===== src/rtl/core/whps_pkg.sv =====
`timescale 1ns / 1ps

package whps_pkg;

    // Field widths
    localparam int unsigned TIME_W    = 32;
    localparam int unsigned NODE_W    = 8;
    localparam int unsigned READING_W = 16;
    localparam int unsigned WID_W     = 3;
    localparam int unsigned NUM_WARN  = 4;

    // Stream widths: fields packed from bit 0, padded to whole bytes
    localparam int unsigned ITEM_BITS   = 95;
    localparam int unsigned S_TDATA_W   = 96;
    localparam int unsigned RESULT_BITS = WID_W + NUM_WARN;
    localparam int unsigned M_TDATA_W   = 8;

    // Configuration port
    localparam int unsigned NUM_CFG   = 8;
    localparam int unsigned CFG_IDX_W = 3;
    localparam int unsigned CFG_W     = 16;

    localparam logic [CFG_IDX_W-1:0] CFG_REV_ON    = 3'd0;
    localparam logic [CFG_IDX_W-1:0] CFG_REV_OFF   = 3'd1;
    localparam logic [CFG_IDX_W-1:0] CFG_BOOST_ON  = 3'd2;
    localparam logic [CFG_IDX_W-1:0] CFG_BOOST_OFF = 3'd3;
    localparam logic [CFG_IDX_W-1:0] CFG_LOAD_ON   = 3'd4;
    localparam logic [CFG_IDX_W-1:0] CFG_LOAD_OFF  = 3'd5;
    localparam logic [CFG_IDX_W-1:0] CFG_LEAN_ON   = 3'd6;
    localparam logic [CFG_IDX_W-1:0] CFG_LEAN_OFF  = 3'd7;

    // Warning slots, highest priority first
    localparam int unsigned W_FAULT = 0;
    localparam int unsigned W_REV   = 1;
    localparam int unsigned W_BOOST = 2;
    localparam int unsigned W_LEAN  = 3;

    // Warning codes on the result
    localparam logic [WID_W-1:0] WID_NONE  = 3'd0;
    localparam logic [WID_W-1:0] WID_FAULT = 3'd1;
    localparam logic [WID_W-1:0] WID_REV   = 3'd2;
    localparam logic [WID_W-1:0] WID_BOOST = 3'd3;
    localparam logic [WID_W-1:0] WID_LEAN  = 3'd4;

    localparam logic [TIME_W-1:0] HOLD_MS        = 32'd2000;
    localparam logic [NODE_W-1:0] SHARED_NODE_ID = 8'd0;

    // Input request; the last member sits in the lowest bits
    typedef struct packed {
        logic                        page_shows_afr;
        logic                        page_shows_map;
        logic                        page_shows_rpm;
        logic signed [READING_W-1:0] afr_value;
        logic                        afr_ok;
        logic signed [READING_W-1:0] map_value;
        logic                        map_ok;
        logic signed [READING_W-1:0] rpm_value;
        logic                        rpm_ok;
        logic                        fault_active;
        logic [NODE_W-1:0]           node_id;
        logic [TIME_W-1:0]           now_ms;
    } t_item;

    typedef struct packed {
        logic [NUM_WARN-1:0] active_mask;
        logic [WID_W-1:0]    warning_id;
    } t_result;

    // Hysteresis comparator: a missing reading clears the latch
    function automatic logic hyst(
        input logic                        was,
        input logic                        have,
        input logic signed [READING_W-1:0] val,
        input logic signed [CFG_W-1:0]     on_lv,
        input logic signed [CFG_W-1:0]     off_lv
    );
        logic res;
        if (!have) begin
            res = 1'b0;
        end else if (was) begin
            res = (val >= off_lv);
        end else begin
            res = (val >= on_lv);
        end
        return res;
    endfunction

endpackage


===== src/rtl/core/warning_hysteresis_priority_select_top.sv =====
`timescale 1ns / 1ps

// Warning selector for a dashboard display node.
//
// Slave stream (i_s_*): one engine update request per handshake, carrying the
// time stamp, three readings with their fresh flags, the fault flag, the node
// id and the page visibility flags. Master stream (o_m_*): one result request
// per update, giving the warning to show and the latch states after the update.
// Configuration: write i_cfg_data into threshold i_cfg_index while i_cfg_wr_en
// is high; write only while no update is in flight.
//
// The latches, hold deadlines and result register all load on the edge that
// accepts the update. Throughput is one update per cycle while the master
// keeps taking results, set by the single result register. o_s_tready stays
// high while the result register is empty or being taken, so a stalled master
// holds the current result and keeps o_s_tready low until that result is taken.
//
// Synchronous active-low reset clears the thresholds, all latches and the hold
// deadlines to zero and empties the result register. Note that a deadline of
// zero means a warning that never fired counts as held while now_ms has bit 31
// set.
module warning_hysteresis_priority_select_top (
    input  logic                              i_clk,
    input  logic                              i_rst_n,
    // slave stream
    input  logic                              i_s_tvalid,
    output logic                              o_s_tready,
    // bits from 0: now_ms[31:0], node_id[39:32], fault_active[40], rpm_ok[41],
    // rpm_value[57:42], map_ok[58], map_value[74:59], afr_ok[75],
    // afr_value[91:76], page_shows_rpm[92], page_shows_map[93],
    // page_shows_afr[94], zero pad[95]
    input  logic [whps_pkg::S_TDATA_W-1:0]    i_s_tdata,
    // master stream
    output logic                              o_m_tvalid,
    input  logic                              i_m_tready,
    // bits from 0: warning_id[2:0], active_mask[6:3], zero pad[7]
    output logic [whps_pkg::M_TDATA_W-1:0]    o_m_tdata,
    // configuration writes
    input  logic                              i_cfg_wr_en,
    input  logic [whps_pkg::CFG_IDX_W-1:0]    i_cfg_index,
    input  logic [whps_pkg::CFG_W-1:0]        i_cfg_data
);

    whps_pkg::t_item   w_item;
    whps_pkg::t_result n_result;
    whps_pkg::t_result r_result;

    logic signed [whps_pkg::CFG_W-1:0] r_cfg [whps_pkg::NUM_CFG];

    logic [whps_pkg::NUM_WARN-1:0] r_warn_on;
    logic [whps_pkg::NUM_WARN-1:0] n_warn_on;
    logic                          r_load_latched;
    logic                          n_load_latched;
    logic [whps_pkg::TIME_W-1:0]   r_deadline [whps_pkg::NUM_WARN];
    logic [whps_pkg::TIME_W-1:0]   n_deadline [whps_pkg::NUM_WARN];
    logic [whps_pkg::NUM_WARN-1:0] w_held;
    logic [whps_pkg::NUM_WARN-1:0] w_shows;
    logic [whps_pkg::TIME_W-1:0]   w_fire_deadline;
    logic                          r_out_valid;
    logic                          w_accept;

    assign w_item     = whps_pkg::t_item'(i_s_tdata[whps_pkg::ITEM_BITS-1:0]);
    assign o_s_tready = !r_out_valid || i_m_tready;
    assign w_accept   = i_s_tvalid && o_s_tready;

    // threshold registers
    always_ff @(posedge i_clk) begin
        if (!i_rst_n) begin
            for (int i = 0; i < whps_pkg::NUM_CFG; i++) begin
                r_cfg[i] <= '0;
            end
        end else if (i_cfg_wr_en) begin
            r_cfg[i_cfg_index] <= i_cfg_data;
        end
    end

    // latch update and priority pick, all from the incoming request
    always_comb begin
        n_warn_on[whps_pkg::W_FAULT] = w_item.fault_active;
        n_warn_on[whps_pkg::W_REV]   = whps_pkg::hyst(
            r_warn_on[whps_pkg::W_REV], w_item.rpm_ok, w_item.rpm_value,
            r_cfg[whps_pkg::CFG_REV_ON], r_cfg[whps_pkg::CFG_REV_OFF]);
        n_warn_on[whps_pkg::W_BOOST] = whps_pkg::hyst(
            r_warn_on[whps_pkg::W_BOOST], w_item.map_ok, w_item.map_value,
            r_cfg[whps_pkg::CFG_BOOST_ON], r_cfg[whps_pkg::CFG_BOOST_OFF]);
        n_load_latched = whps_pkg::hyst(
            r_load_latched, w_item.map_ok, w_item.map_value,
            r_cfg[whps_pkg::CFG_LOAD_ON], r_cfg[whps_pkg::CFG_LOAD_OFF]);
        // lean only counts under load
        n_warn_on[whps_pkg::W_LEAN] = n_load_latched && whps_pkg::hyst(
            r_warn_on[whps_pkg::W_LEAN], w_item.afr_ok, w_item.afr_value,
            r_cfg[whps_pkg::CFG_LEAN_ON], r_cfg[whps_pkg::CFG_LEAN_OFF]);

        w_fire_deadline = w_item.now_ms + whps_pkg::HOLD_MS;

        w_shows[whps_pkg::W_FAULT] = (w_item.node_id == whps_pkg::SHARED_NODE_ID);
        w_shows[whps_pkg::W_REV]   = w_item.page_shows_rpm;
        w_shows[whps_pkg::W_BOOST] = w_item.page_shows_map;
        w_shows[whps_pkg::W_LEAN]  = w_item.page_shows_afr;

        for (int i = 0; i < whps_pkg::NUM_WARN; i++) begin
            // rising edge restarts the hold-over
            if (n_warn_on[i] && !r_warn_on[i]) begin
                n_deadline[i] = w_fire_deadline;
            end else begin
                n_deadline[i] = r_deadline[i];
            end
            w_held[i] = w_item.now_ms[whps_pkg::TIME_W-1] ^ n_deadline[i][whps_pkg::TIME_W-1]
                ? ((w_item.now_ms - n_deadline[i]) >> (whps_pkg::TIME_W-1)) != '0
                : ((w_item.now_ms - n_deadline[i]) >> (whps_pkg::TIME_W-1)) != '0;
        end

        n_result.active_mask = n_warn_on;
        if ((n_warn_on[whps_pkg::W_FAULT] || w_held[whps_pkg::W_FAULT])
                && w_shows[whps_pkg::W_FAULT]) begin
            n_result.warning_id = whps_pkg::WID_FAULT;
        end else if ((n_warn_on[whps_pkg::W_REV] || w_held[whps_pkg::W_REV])
                && w_shows[whps_pkg::W_REV]) begin
            n_result.warning_id = whps_pkg::WID_REV;
        end else if ((n_warn_on[whps_pkg::W_BOOST] || w_held[whps_pkg::W_BOOST])
                && w_shows[whps_pkg::W_BOOST]) begin
            n_result.warning_id = whps_pkg::WID_BOOST;
        end else if ((n_warn_on[whps_pkg::W_LEAN] || w_held[whps_pkg::W_LEAN])
                && w_shows[whps_pkg::W_LEAN]) begin
            n_result.warning_id = whps_pkg::WID_LEAN;
        end else begin
            n_result.warning_id = whps_pkg::WID_NONE;
        end
    end

    // state advances only on an accepted request
    always_ff @(posedge i_clk) begin
        if (!i_rst_n) begin
            r_warn_on      <= '0;
            r_load_latched <= 1'b0;
            for (int i = 0; i < whps_pkg::NUM_WARN; i++) begin
                r_deadline[i] <= '0;
            end
        end else if (w_accept) begin
            r_warn_on      <= n_warn_on;
            r_load_latched <= n_load_latched;
            for (int i = 0; i < whps_pkg::NUM_WARN; i++) begin
                r_deadline[i] <= n_deadline[i];
            end
        end
    end

    // result register: load on accept, drop when taken, hold while stalled
    always_ff @(posedge i_clk) begin
        if (!i_rst_n) begin
            r_out_valid <= 1'b0;
        end else if (w_accept) begin
            r_out_valid <= 1'b1;
        end else if (i_m_tready) begin
            r_out_valid <= 1'b0;
        end
    end

    always_ff @(posedge i_clk) begin
        if (w_accept) begin
            r_result <= n_result;
        end
    end

    assign o_m_tvalid = r_out_valid;
    assign o_m_tdata  = {{(whps_pkg::M_TDATA_W - whps_pkg::RESULT_BITS){1'b0}}, r_result};

    // lean latch cannot stand without the load latch
    a_lean_needs_load: assert property (@(posedge i_clk) disable iff (!i_rst_n)
        r_warn_on[whps_pkg::W_LEAN] |-> r_load_latched)
        else $error("lean latch set while load latch clear");

    // a fresh result reports the latch states just stored
    a_mask_tracks_latches: assert property (@(posedge i_clk) disable iff (!i_rst_n)
        w_accept |=> (r_result.active_mask == r_warn_on))
        else $error("result mask differs from latch state");

    // warning code stays within the defined set
    a_wid_range: assert property (@(posedge i_clk) disable iff (!i_rst_n)
        r_out_valid |-> (r_result.warning_id == whps_pkg::WID_NONE
            || r_result.warning_id == whps_pkg::WID_FAULT
            || r_result.warning_id == whps_pkg::WID_REV
            || r_result.warning_id == whps_pkg::WID_BOOST
            || r_result.warning_id == whps_pkg::WID_LEAN))
        else $error("warning code out of range");

    // a fault that is on and visible is always the warning selected
    a_fault_wins: assert property (@(posedge i_clk) disable iff (!i_rst_n)
        (w_accept && w_item.fault_active && w_shows[whps_pkg::W_FAULT])
        |=> (r_result.warning_id == whps_pkg::WID_FAULT))
        else $error("visible fault not selected");

    // a result is not dropped while the master stalls
    a_stall_holds: assert property (@(posedge i_clk) disable iff (!i_rst_n)
        (r_out_valid && !i_m_tready) |=> (r_out_valid && $stable(r_result)))
        else $error("stalled result lost");

endmodule


===== config.mk =====
export PLATFORM = sky130hd
export DESIGN_NAME = warning_hysteresis_priority_select_top
export DESIGN_NICKNAME = d
export VERILOG_FILES = /design/src/rtl/core/whps_pkg.sv /design/src/rtl/core/warning_hysteresis_priority_select_top.sv
export SDC_FILE = /design/constraint.sdc
export NUM_CORES = 1
export LEC_CHECK = 0
export BUFFER_PORTS_ARGS = -buffer_cell sky130_fd_sc_hd__buf_4
export CELL_PAD_IN_SITES_DETAIL_PLACEMENT = 0
export CELL_PAD_IN_SITES_GLOBAL_PLACEMENT = 1
export CORE_AREA = 10 10 210 212
export CTS_CLUSTER_SIZE = 24
export DETAILED_ROUTE_END_ITERATION = 7
export DIE_AREA = 0 0 220 222
export GPL_TIMING_DRIVEN = 0
export PLACE_DENSITY = 0.83
export SETUP_SLACK_MARGIN = 0.2
export SLEW_MARGIN = 0
export SYNTH_ARGS = -nofsm -noshare
export SYNTH_HDL_FRONTEND = slang
export SYNTH_SLANG_ARGS = --single-unit

===== constraint.sdc =====
create_clock -name i_clk -period 10.5 [get_ports i_clk]
set_input_delay 1.05 -clock i_clk [delete_from_list [all_inputs] [get_ports i_clk]]
set_output_delay 1.05 -clock i_clk [all_outputs]
set_load 0.02 [all_outputs]

==> impl_metrics.toml, run 1 <==
[logic_synthesis]
synth_edf_count = 263
synthCells = 1739
yosysSeqAreaShare = 0.453
synth_ff_type = "edfxtp_1"
synth.distinct_cells = 71
yosys_warnings = 0
yosys.area.top_type = "edfxtp_1"
synth_fp_nets = 2108
synth.top_cell.area_share = 0.446
synthArstFlopShare = 0
synth-seq-cells = 269
mappedNetlistArea_um2 = 17700
netlist_top_cells_area = "edfxtp_1, ha_1, nor2_1"
post_synth.cell_area_avg_um2 = 10.2

[routing]
wl_um = 47800
drtAntennaViolNets = 0
first_iter_violations = 866
drt_pass1_iterations = 5
wl_per_cell_um = 19.5
via_per_inst = 5.49
dr_total_vias = 13500
drc = 0

[cts]
post_cts_buffers = 0
numCtsBuffers = 30
cts_sinks = 269
cts.htree.levels = 1
clock_latency_ns = 0.58
cts_tree = "done"
cts_hold_buf = 0
cts_buffer_depth = 3
cts_root_buffer = "clkbuf_16"
clkSlewWorstSetupHoldPaths_ns = 0.06
cts-resized-gates = 0

[outcome]
status = "complete, no violations"

[layout]
drive_gt1_frac = 0.107
nNetsFinal = 2269
fin_cells = 2451
final_cell_mix = "edfxtp_1, nor2_1, ha_1, a21oi_1, inv_1"
final_common_cell = "edfxtp_1"
syn2layout_area_growth_pct = 15.3
num-fill-cells = 3583

[setup_path]
arrival_ns = 7.02
critPathMaxStageDelay_ns = 0.94
slowest_stage = "a2111oi_0"
startpoint_type = "input pin"
cp_cell_sequence = "buf_4 -> ha_1 -> a21oi_1 -> o21ai_0 -> a21o_1 -> or4b_1 -> buf_2 -> mux2_4 -> buf_2 -> buf_2 -> a21oi_1 -> ha_1 -> nand4_1 -> nor2_1 -> nand3_1 -> a2111oi_0 -> a211oi_1 -> a31oi_2 -> xnor2_1 -> o21ai_1 -> nor4b_2"
cp.required_ns = 10.91
path_delay_family = "compound AO/OA/AOI/OAI gates"
cp-end-kind = "register"
path_class = "input pin to register"
cp_common_cell = "buf_2"
critical_path.max_fanout = 10
crit_buf_inv = 4

[global_route]
grt_pass1_vias = 13500
grt_pass1_wl_um = 74500
antenna_found_initial = 3
grt_max_degree = 56
grt.overflow.total = 0
track_usage = 0.193

[power_and_ir_drop]
intPower_mw = 2.15
p_clk_frac = 0.361
power_switching_uw = 861
powerDensity_nw_per_um2 = 147
power_mw = 3.01
combPwrFrac = 0.212
leakagePower_nw = 8.77
ir_drop_mv = 0.131
pwr-share-seq = 0.428
switching_share = 0.286

[die]
core_area_um2 = 39600
ios = 130
die_h_um = 222
start_util = 0.447
die_x_um = 220
row_count = 73
die-area_um2 = 48800

[sta]
max_freq_mhz = 151
period_share = 0.629
drv_slew = 0
rsz0062_at_grt = "no"
tightestPinTransition_ns = 1.04
clock_skew_ns = 0.0189
fin_setup_tns_ns = 0
hold_viol_final = 0
fin_crit_ns = 6.60
setup_violations = 0
relSlewSlack = 0.291

[job]
cap_violations = 0

[worst_hold_path]
hold_path_class = "register to register"

[place]
dp_hpwl_um = 37300
dpl.cell_count = 2393
port_buffers = 126
gp_congestion = 0.915
layout make-up:
| type | count | area [um^2] | share of cell area |
|---|---|---|---|
| timing repair buffer | 129 | 1010 | 0.0494 |
| buffer | 53 | 220 | 0.0108 |
| antenna | 2 | 5.00 | 0.000245 |
| multi-input combinational | 1279 | 8980 | 0.440 |
| clock inverter | 21 | 219 | 0.0107 |
| tap | 525 | 657 | 0.0322 |
| clock buffer | 35 | 791 | 0.0387 |
| inverter | 138 | 518 | 0.0254 |
| sequential | 269 | 8020 | 0.393 |
sequential cells by signal, indices dropped and copies added, names as in the netlist:
name	flops
r_deadline	128
r_warn_on	4
r_cfg	128
o_m_tvalid	1
o_m_tdata	7
r_load_latched	1
power groups by stage:
stage	sequential (mW)	combinational (mW)	clock [mW]
6_report	1.29	0.636	1.09
5_1_grt	1.29	0.718	1.15
4_1_cts	1.29	0.635	1.11
3_5_place_dp	1.31	0.631	0
3_3_place_gp	1.31	0.605	0
2_1_floorplan	1.31	0.402	0
worst paths after layout:
check	startpoint	endpoint	slack, ns	cells past startpoint
setup / recovery	i_s_tdata[66]	o_m_tdata[2]	3.90	21
hold / removal	r_warn_on[0]	r_warn_on[0]	0.48	2
setup reg to reg	r_cfg[2][7]	o_m_tdata[2]	4.17	21
hold reg to reg	r_warn_on[0]	r_warn_on[0]	0.48	2
synthesized netlist by cell type (all sizes together), types with 6 or more instances:
cell type,instances
nor2b,13
and2,130
o21a,6
edfxtp,263
a211oi,23
nand2,71
nand3,22
nand2b,16
nor2,249
xnor2,16
inv,138
o21ai,76
ha,249
clkbuf,40
dfxtp,6
mux2i,33
and4,7
nor4,12
a21o,35
nand4,56
a2111oi,7
o211ai,10
buf,13
a21oi,145
nor3,10
and3,9
xor2,18
a211o,6
worst register-to-register path, delay by kind of cell, from the launching register on:
family / cells / cell delay [ns]
AOI/OAI and AO/OA: 8 / 2.54
xor gates and xnor gates: 1 / 0.12
adders and majority gates: 2 / 0.55
buffers and inverters: 4 / 0.94
DFF: 1 / 0.36
muxes: 1 / 0.24
and+or+nand+nor: 5 / 1.42
stage by stage:
stage | hold slack (ns) | instance area, um^2 | util | setup WS, ns
after detailed placement | 0.465 | 19400 | 0.490 | 3.70
after global placement | 0.458 | 19300 | 0.487 | 3.73
after floorplan | 0.445 | 17700 | - | 5.13
after global routing | 0.514 | 20400 | 0.515 | 3.84
final | 0.476 | 20400 | 0.515 | 3.90
after CTS | 0.474 | 20400 | 0.515 | 4.32
cell families after synthesis:
family / share of synthesized area
compound gates: 0.118
xor+xnor: 0.0168
flops: 0.453
simple gates: 0.174
other cells: 0.000212
fa+ha+maj: 0.176
mux: 0.0208
buf+inv: 0.0417
layer usage:
layer / wire length (um) / vias to the layer above / global-route usage
li1: - / 6645 / -
met1: 22300 / 6400 / 0.268
met2: 21700 / 340 / 0.303
met3: 2520 / 77 / 0.0267
met4: 1310 / 0 / 0.0603
met5: 0 / - / 0
Note: power is estimated with default switching activity, not from simulation.
==> run 2, diff against run 1 <==
--- a/config.mk
+++ b/config.mk
@@ -8,12 +8,12 @@
 export BUFFER_PORTS_ARGS = -buffer_cell sky130_fd_sc_hd__buf_4
 export CELL_PAD_IN_SITES_DETAIL_PLACEMENT = 0
 export CELL_PAD_IN_SITES_GLOBAL_PLACEMENT = 1
-export CORE_AREA = 10 10 210 212
+export CORE_AREA = 10 10 212 214
 export CTS_CLUSTER_SIZE = 24
 export DETAILED_ROUTE_END_ITERATION = 7
-export DIE_AREA = 0 0 220 222
+export DIE_AREA = 0 0 222 224
 export GPL_TIMING_DRIVEN = 0
-export PLACE_DENSITY = 0.83
+export PLACE_DENSITY = 0.85
 export SETUP_SLACK_MARGIN = 0.2
 export SLEW_MARGIN = 0
 export SYNTH_ARGS = -nofsm -noshare
==> constraint.sdc (replaced) <==
create_clock -name i_clk -period 5.93 [get_ports i_clk]
set_input_delay 0.593 -clock i_clk [delete_from_list [all_inputs] [get_ports i_clk]]
set_output_delay 0.593 -clock i_clk [all_outputs]
set_load 0.02 [all_outputs]
==> run 2 against run 1 <==
  * Final area up 0.15%
  * Combinational power up 79%
  * Global-route usage down 0.63 points
  * Critical path depth unchanged
  * Hold slack worse by 0.20 ns
  * Final cell count up 0.41%
  * Utilization down 1.1 points
  * Highest routed layer is now met5
  * Count of clock-buffer cells in the layout up 13
  * First-iteration DRC count up 2.2%
  * Register-to-register slack worse by 3.7 ns
==> impl_metrics.toml, run 2 (synthesis gave the netlist of run 1 again) <==
[outcome]
status = "complete, no violations"

[layout]
drive_gt1_frac = 0.113
nNetsFinal = 2271
design_area_um2 = 20500
num-fill-cells = 3695
final_common_cell = "edfxtp_1"
syn2layout_area_growth_pct = 15.5
final_cell_mix = "edfxtp_1, ha_1, nor2_1, a21oi_1, inv_1"

[die]
die-area_um2 = 49700
start_util = 0.437
die_h_um = 224
row_count = 74
ios = 130
core_area_um2 = 40600
die_x_um = 222

[setup_path]
rrSetupSlack_ns = 0.47
critical_path.max_fanout = 10
r2r_end = "o_m_tdata[2]"
r2r-start = "r_cfg[2][7]"
cp.required_ns = 6.32
cp_cell_sequence = "inv_1 -> ha_1 -> a21oi_1 -> o21ai_0 -> a21o_1 -> or4b_1 -> buf_2 -> mux2_4 -> clkbuf_4 -> buf_4 -> a21oi_1 -> ha_1 -> a211oi_1 -> o21ai_0 -> a21o_1 -> a2111o_1 -> a211oi_1 -> a31oi_2 -> xnor2_1 -> o21ai_2 -> nor4b_2"
critPathMaxStageDelay_ns = 0.50
slowest_stage = "or4b_1"
cp-end-kind = "register"
path_class = "register to register"
arrival_ns = 5.85
reg2reg_depth = 21
startpoint_type = "register"

[cts]
cts_buffer_depth = 3
cts_sinks = 269
clock_latency_ns = 0.57
cts_root_buffer = "clkbuf_16"
cts_tree = "done"
cts.htree.levels = 1
clkSlewWorstSetupHoldPaths_ns = 0.06
numCtsBuffers = 30

[global_route]
grt.overflow.total = 0
antenna_found_initial = 4
track_usage = 0.187
grt_pass1_vias = 13500
grt_pass1_wl_um = 74200
grt_max_degree = 58

[sta]
hold_viol_final = 0
period_share = 0.921
fin_crit_ns = 5.46
clock_skew_ns = 0.0139
tightestPinTransition_ns = 1.19
relSlewSlack = 0.197
drv_slew = 0
max_freq_mhz = 183
setup_violations = 0
timing.final.ws_setup_ns = 0.470
rsz0062_at_grt = "no"

[routing]
dr_total_vias = 13600
drt_pass1_iterations = 6
drtAntennaViolNets = 0
via_per_inst = 5.54
drc = 0
first_iter_violations = 885
wl_um = 48300
wl_per_cell_um = 19.6

[worst_hold_path]
hold_path_class = "input pin to register"
hold_end = "o_m_tdata[3]"
min_path_cells = 1
hp-start = "i_s_tdata[40]"

[power_and_ir_drop]
ir_drop_mv = 0.230
powerDensity_nw_per_um2 = 255
leakagePower_nw = 8.83

[place]
place_area_um2 = 19400
dp_slack_ns = -0.412
dp_hpwl_um = 37700
port_buffers = 126
gp_congestion = 0.928

[job]
cap_violations = 0
-- run 2: changes by cell type in the layout (fill, tap and decap cells not counted), sizes merged --
cell and change:
clkbuf +16, buf -1, clkinvlp -5, clkinv -5, bufinv -3, diode +1
-- run 2: power by group --
group	switching (mW)	total, mW	internal, mW
clock network	0.758	1.80	1.04
logic	0.694	1.14	0.444
registers	0.0412	2.28	2.24
total	1.49	5.22	3.72
-- run 2: timing repair --
item / CTS / global route
hold buffers: 0 / 0
resized for setup: 4 / 30
setup buffers: 0 / 2
endpoints found under the setup margin: 3 / 3
pin swaps: 0 / 3
endpoints found under the hold margin: 0 / 0
-- run 2: area by class of cell --
| cell class | instances | area (um^2) | share of cell area |
|---|---|---|---|
| diodes | 3 | 7.51 | 0.000367 |
| well taps | 532 | 666 | 0.0325 |
| clock buffers | 48 | 870 | 0.0425 |
| multi-input cells | 1279 | 9040 | 0.442 |
| plain buffers | 53 | 244 | 0.0119 |
| clock inverters | 8 | 66.3 | 0.00324 |
| inverters | 138 | 518 | 0.0253 |
| repair buffers | 131 | 1020 | 0.0500 |
| flip-flops and latches | 269 | 8020 | 0.392 |
-- run 2: worst max-delay path: cells and delay by family, from the launching register on --
| family | cells | cell delay (ns) |
|---|---|---|
| compound gates | 11 | 2.46 |
| simple gates | 2 | 0.74 |
| buf+inv | 4 | 0.71 |
| fa+ha+maj | 2 | 0.51 |
| flops | 1 | 0.35 |
| mux | 1 | 0.33 |
| xor+xnor | 1 | 0.16 |
-- run 2: worst max path at each step --
stage	cells after the start	start	slack (ns)	endpoint
after floorplan	20	i_s_tdata[74]	1.02	o_m_tdata[2]
after global placement	21	i_s_tdata[57]	-0.35	o_m_tdata[2]
after detailed placement	21	i_s_tdata[57]	-0.41	o_m_tdata[2]
after CTS	20	r_cfg[0][15]	0.24	o_m_tdata[2]
after global routing	21	r_cfg[0][15]	0.21	o_m_tdata[2]
final	21	r_cfg[2][7]	0.47	o_m_tdata[2]
-- run 2: per-stage QoR --
step	instances	power, mW	utilization	hold WS [ns]	TNS (ns)
after detailed placement	2400	3.43	0.479	0.483	-1.11
after global placement	2397	3.39	0.477	0.458	-2.27
after CTS	2456	5.22	0.502	0.243	0
after floorplan	1739	3.03	-	0.445	0
after global routing	2458	5.47	0.504	0.253	0
final	2461	5.22	0.504	0.271	0
-- run 2: metal layers --
| metal | share of wire | track usage | wire length [um] |
|---|---|---|---|
| met1 | 0.45 | 0.244 | 21600 |
| met2 | 0.47 | 0.312 | 22500 |
| met3 | 0.062 | 0.0301 | 3000 |
| met4 | 0.025 | 0.0555 | 1220 |
| met5 | 0.00027 | 0 | 13 |
==> run 3, diff against run 2 <==
--- a/config.mk
+++ b/config.mk
@@ -14,6 +14,7 @@
 export DIE_AREA = 0 0 222 224
 export GPL_TIMING_DRIVEN = 0
 export PLACE_DENSITY = 0.85
+export REMOVE_ABC_BUFFERS = 1
 export SETUP_SLACK_MARGIN = 0.2
 export SLEW_MARGIN = 0
 export SYNTH_ARGS = -nofsm -noshare
==> run 3 against run 2 <==
  * Non-clock buffer count decreased by 44
  * Utilization increased by 0.13 points
  * Hold slack improved by 0.037 ns
  * Sequential cell count unchanged
  * Register-to-register slack got worse by 0.13 ns
  * Count of clock-buffer cells in the layout decreased by 7
  * Largest cell class unchanged
==> impl_metrics.toml, run 3 (synthesis gave the netlist of run 1 again) <==
[routing]
drt_pass1_iterations = 5
drtAntennaViolNets = 0
wl_per_cell_um = 19.3
dr_total_vias = 13400
drc = 0
first_iter_violations = 890
via_per_inst = 5.54
wl_um = 46700

[sta]
fin_setup_tns_ns = 0
fin_crit_ns = 5.59
timing.final.ws_setup_ns = 0.343
setup_violations = 0
hold_viol_final = 0
max_freq_mhz = 179
rsz0062_at_grt = "no"
relSlewSlack = 0.267
drv_slew = 0
period_share = 0.942
clock_skew_ns = 0.0166
tightestPinTransition_ns = 1.10

[layout]
drive_gt1_frac = 0.117
num_antenna_cells = 0
syn2layout_area_growth_pct = 15.7
nNetsFinal = 2233
utilization = 0.506
final_common_cell = "edfxtp_1"
num-fill-cells = 3652
final_cell_mix = "edfxtp_1, nor2_1, ha_1, a21oi_1, inv_1"

[die]
core_area_um2 = 40600
die_h_um = 224
ios = 130
die-area_um2 = 49700
die_x_um = 222
row_count = 74
start_util = 0.437

[place]
dp_hpwl_um = 33500
dp_slack_ns = -0.790
gp_congestion = 0.868
port_buffers = 127

[power_and_ir_drop]
ir_drop_mv = 0.375
combPwrFrac = 0.209
power_mw = 5.43
p_clk_frac = 0.372
powerDensity_nw_per_um2 = 265
intPower_mw = 3.88
leakagePower_nw = 8.85
pwr-share-seq = 0.419
switching_share = 0.287
power_switching_mw = 1.56

[global_route]
grt_max_degree = 74
antenna_found_initial = 1
grt_pass1_vias = 13400
grt.overflow.total = 0
track_usage = 0.183
grt_pass1_wl_um = 73100

[setup_path]
rrSetupSlack_ns = 0.34
arrival_ns = 5.96
reg2reg_depth = 19
path_class = "register to register"
critical_path.max_fanout = 38
cp.required_ns = 6.30
r2r_end = "o_m_tdata[2]"
r2r-start = "r_cfg[0][15]"
cp-end-kind = "register"
startpoint_type = "register"

[cts]
cts_sinks = 269
cts_tree = "done"
cts.htree.levels = 2
clock_latency_ns = 0.54
numCtsBuffers = 34
cts_buffer_depth = 3
cts_root_buffer = "clkbuf_16"
clkSlewWorstSetupHoldPaths_ns = 0.06
cts_hold_buf = 0

[worst_hold_path]
min_path_cells = 1
hold_end = "o_m_tdata[3]"
hold_path_class = "input pin to register"
hp-start = "i_s_tdata[40]"

[outcome]
status = "complete, no violations"

[job]
cap_violations = 0
-- run 3: what timing repair did --
item / 4_1_cts / 5_1_grt
setup buffers: 1 / 2
endpoints found under the setup margin: 3 / 3
gates resized for setup: 6 / 4
pin swaps: 1 / 2
endpoints found under the hold margin: 0 / 0
cloned: 1 / 1
-- run 3: final cells by class --
type | instances | area [um^2] | area share
clock buffer | 41 | 918 | 0.0448
inverter | 138 | 518 | 0.0253
multi-input combinational | 1281 | 9090 | 0.443
clock inverter | 19 | 155 | 0.00757
timing repair buffer | 140 | 1140 | 0.0556
tap | 532 | 666 | 0.0325
sequential | 269 | 8020 | 0.391
-- run 3: metrics by stage --
stage	cells	hold WS, ns	instance area, um^2
2_1_floorplan	1686	0.445	17500
3_3_place_gp	2345	0.458	19100
3_5_place_dp	2355	0.462	19300
4_1_cts	2417	0.285	20400
5_1_grt	2420	0.301	20500
6_report	2420	0.308	20500
-- run 3: worst max-delay path by stage --
stage | startpoint | endpoint | slack (ns) | cells past startpoint
2_1_floorplan | i_s_tdata[57] | o_m_tdata[2] | -0.55 | 17
3_3_place_gp | i_s_tdata[57] | o_m_tdata[2] | -3.66 | 18
3_5_place_dp | i_s_tdata[70] | o_m_tdata[2] | -0.79 | 21
4_1_cts | r_cfg[2][7] | o_m_tdata[2] | 0.26 | 19
5_1_grt | r_cfg[4][6] | o_m_tdata[2] | 0.18 | 21
6_report | r_cfg[0][15] | o_m_tdata[2] | 0.34 | 19
-- run 3: routing by layer --
metal	global-route usage	wire length, um
met3	0.0318	2770
met5	0	0
met2	0.308	22300
met4	0.0531	1100
met1	0.236	20500
-- run 3: power groups by stage --
stage	clock network (mW)	logic [mW]	registers, mW
detailed placement	0	1.10	2.32
global route	2.14	1.28	2.29
global placement	0	1.06	2.33
CTS	2.06	1.12	2.28
floorplan	0	0.701	2.32
finish	2.02	1.13	2.28
-- run 3: worst max-delay path, stage by stage, from the launching register on --
cell and delay, ns:
edfxtp_1 0.38, inv_1 0.08, ha_1 0.25, nand4_1 0.16, nor4_2 0.09, a221o_1 0.36
a211oi_4 0.49, a21oi_4 0.16, buf_12 0.20, o21ai_0 0.25, ha_1 0.32, a2111oi_1 0.49
o21ai_0 0.30, a211oi_1 0.42, o22ai_1 0.17, or3_1 0.38, o22ai_1 0.20, xnor2_1 0.21
o21a_1 0.25, nor4b_2 0.24
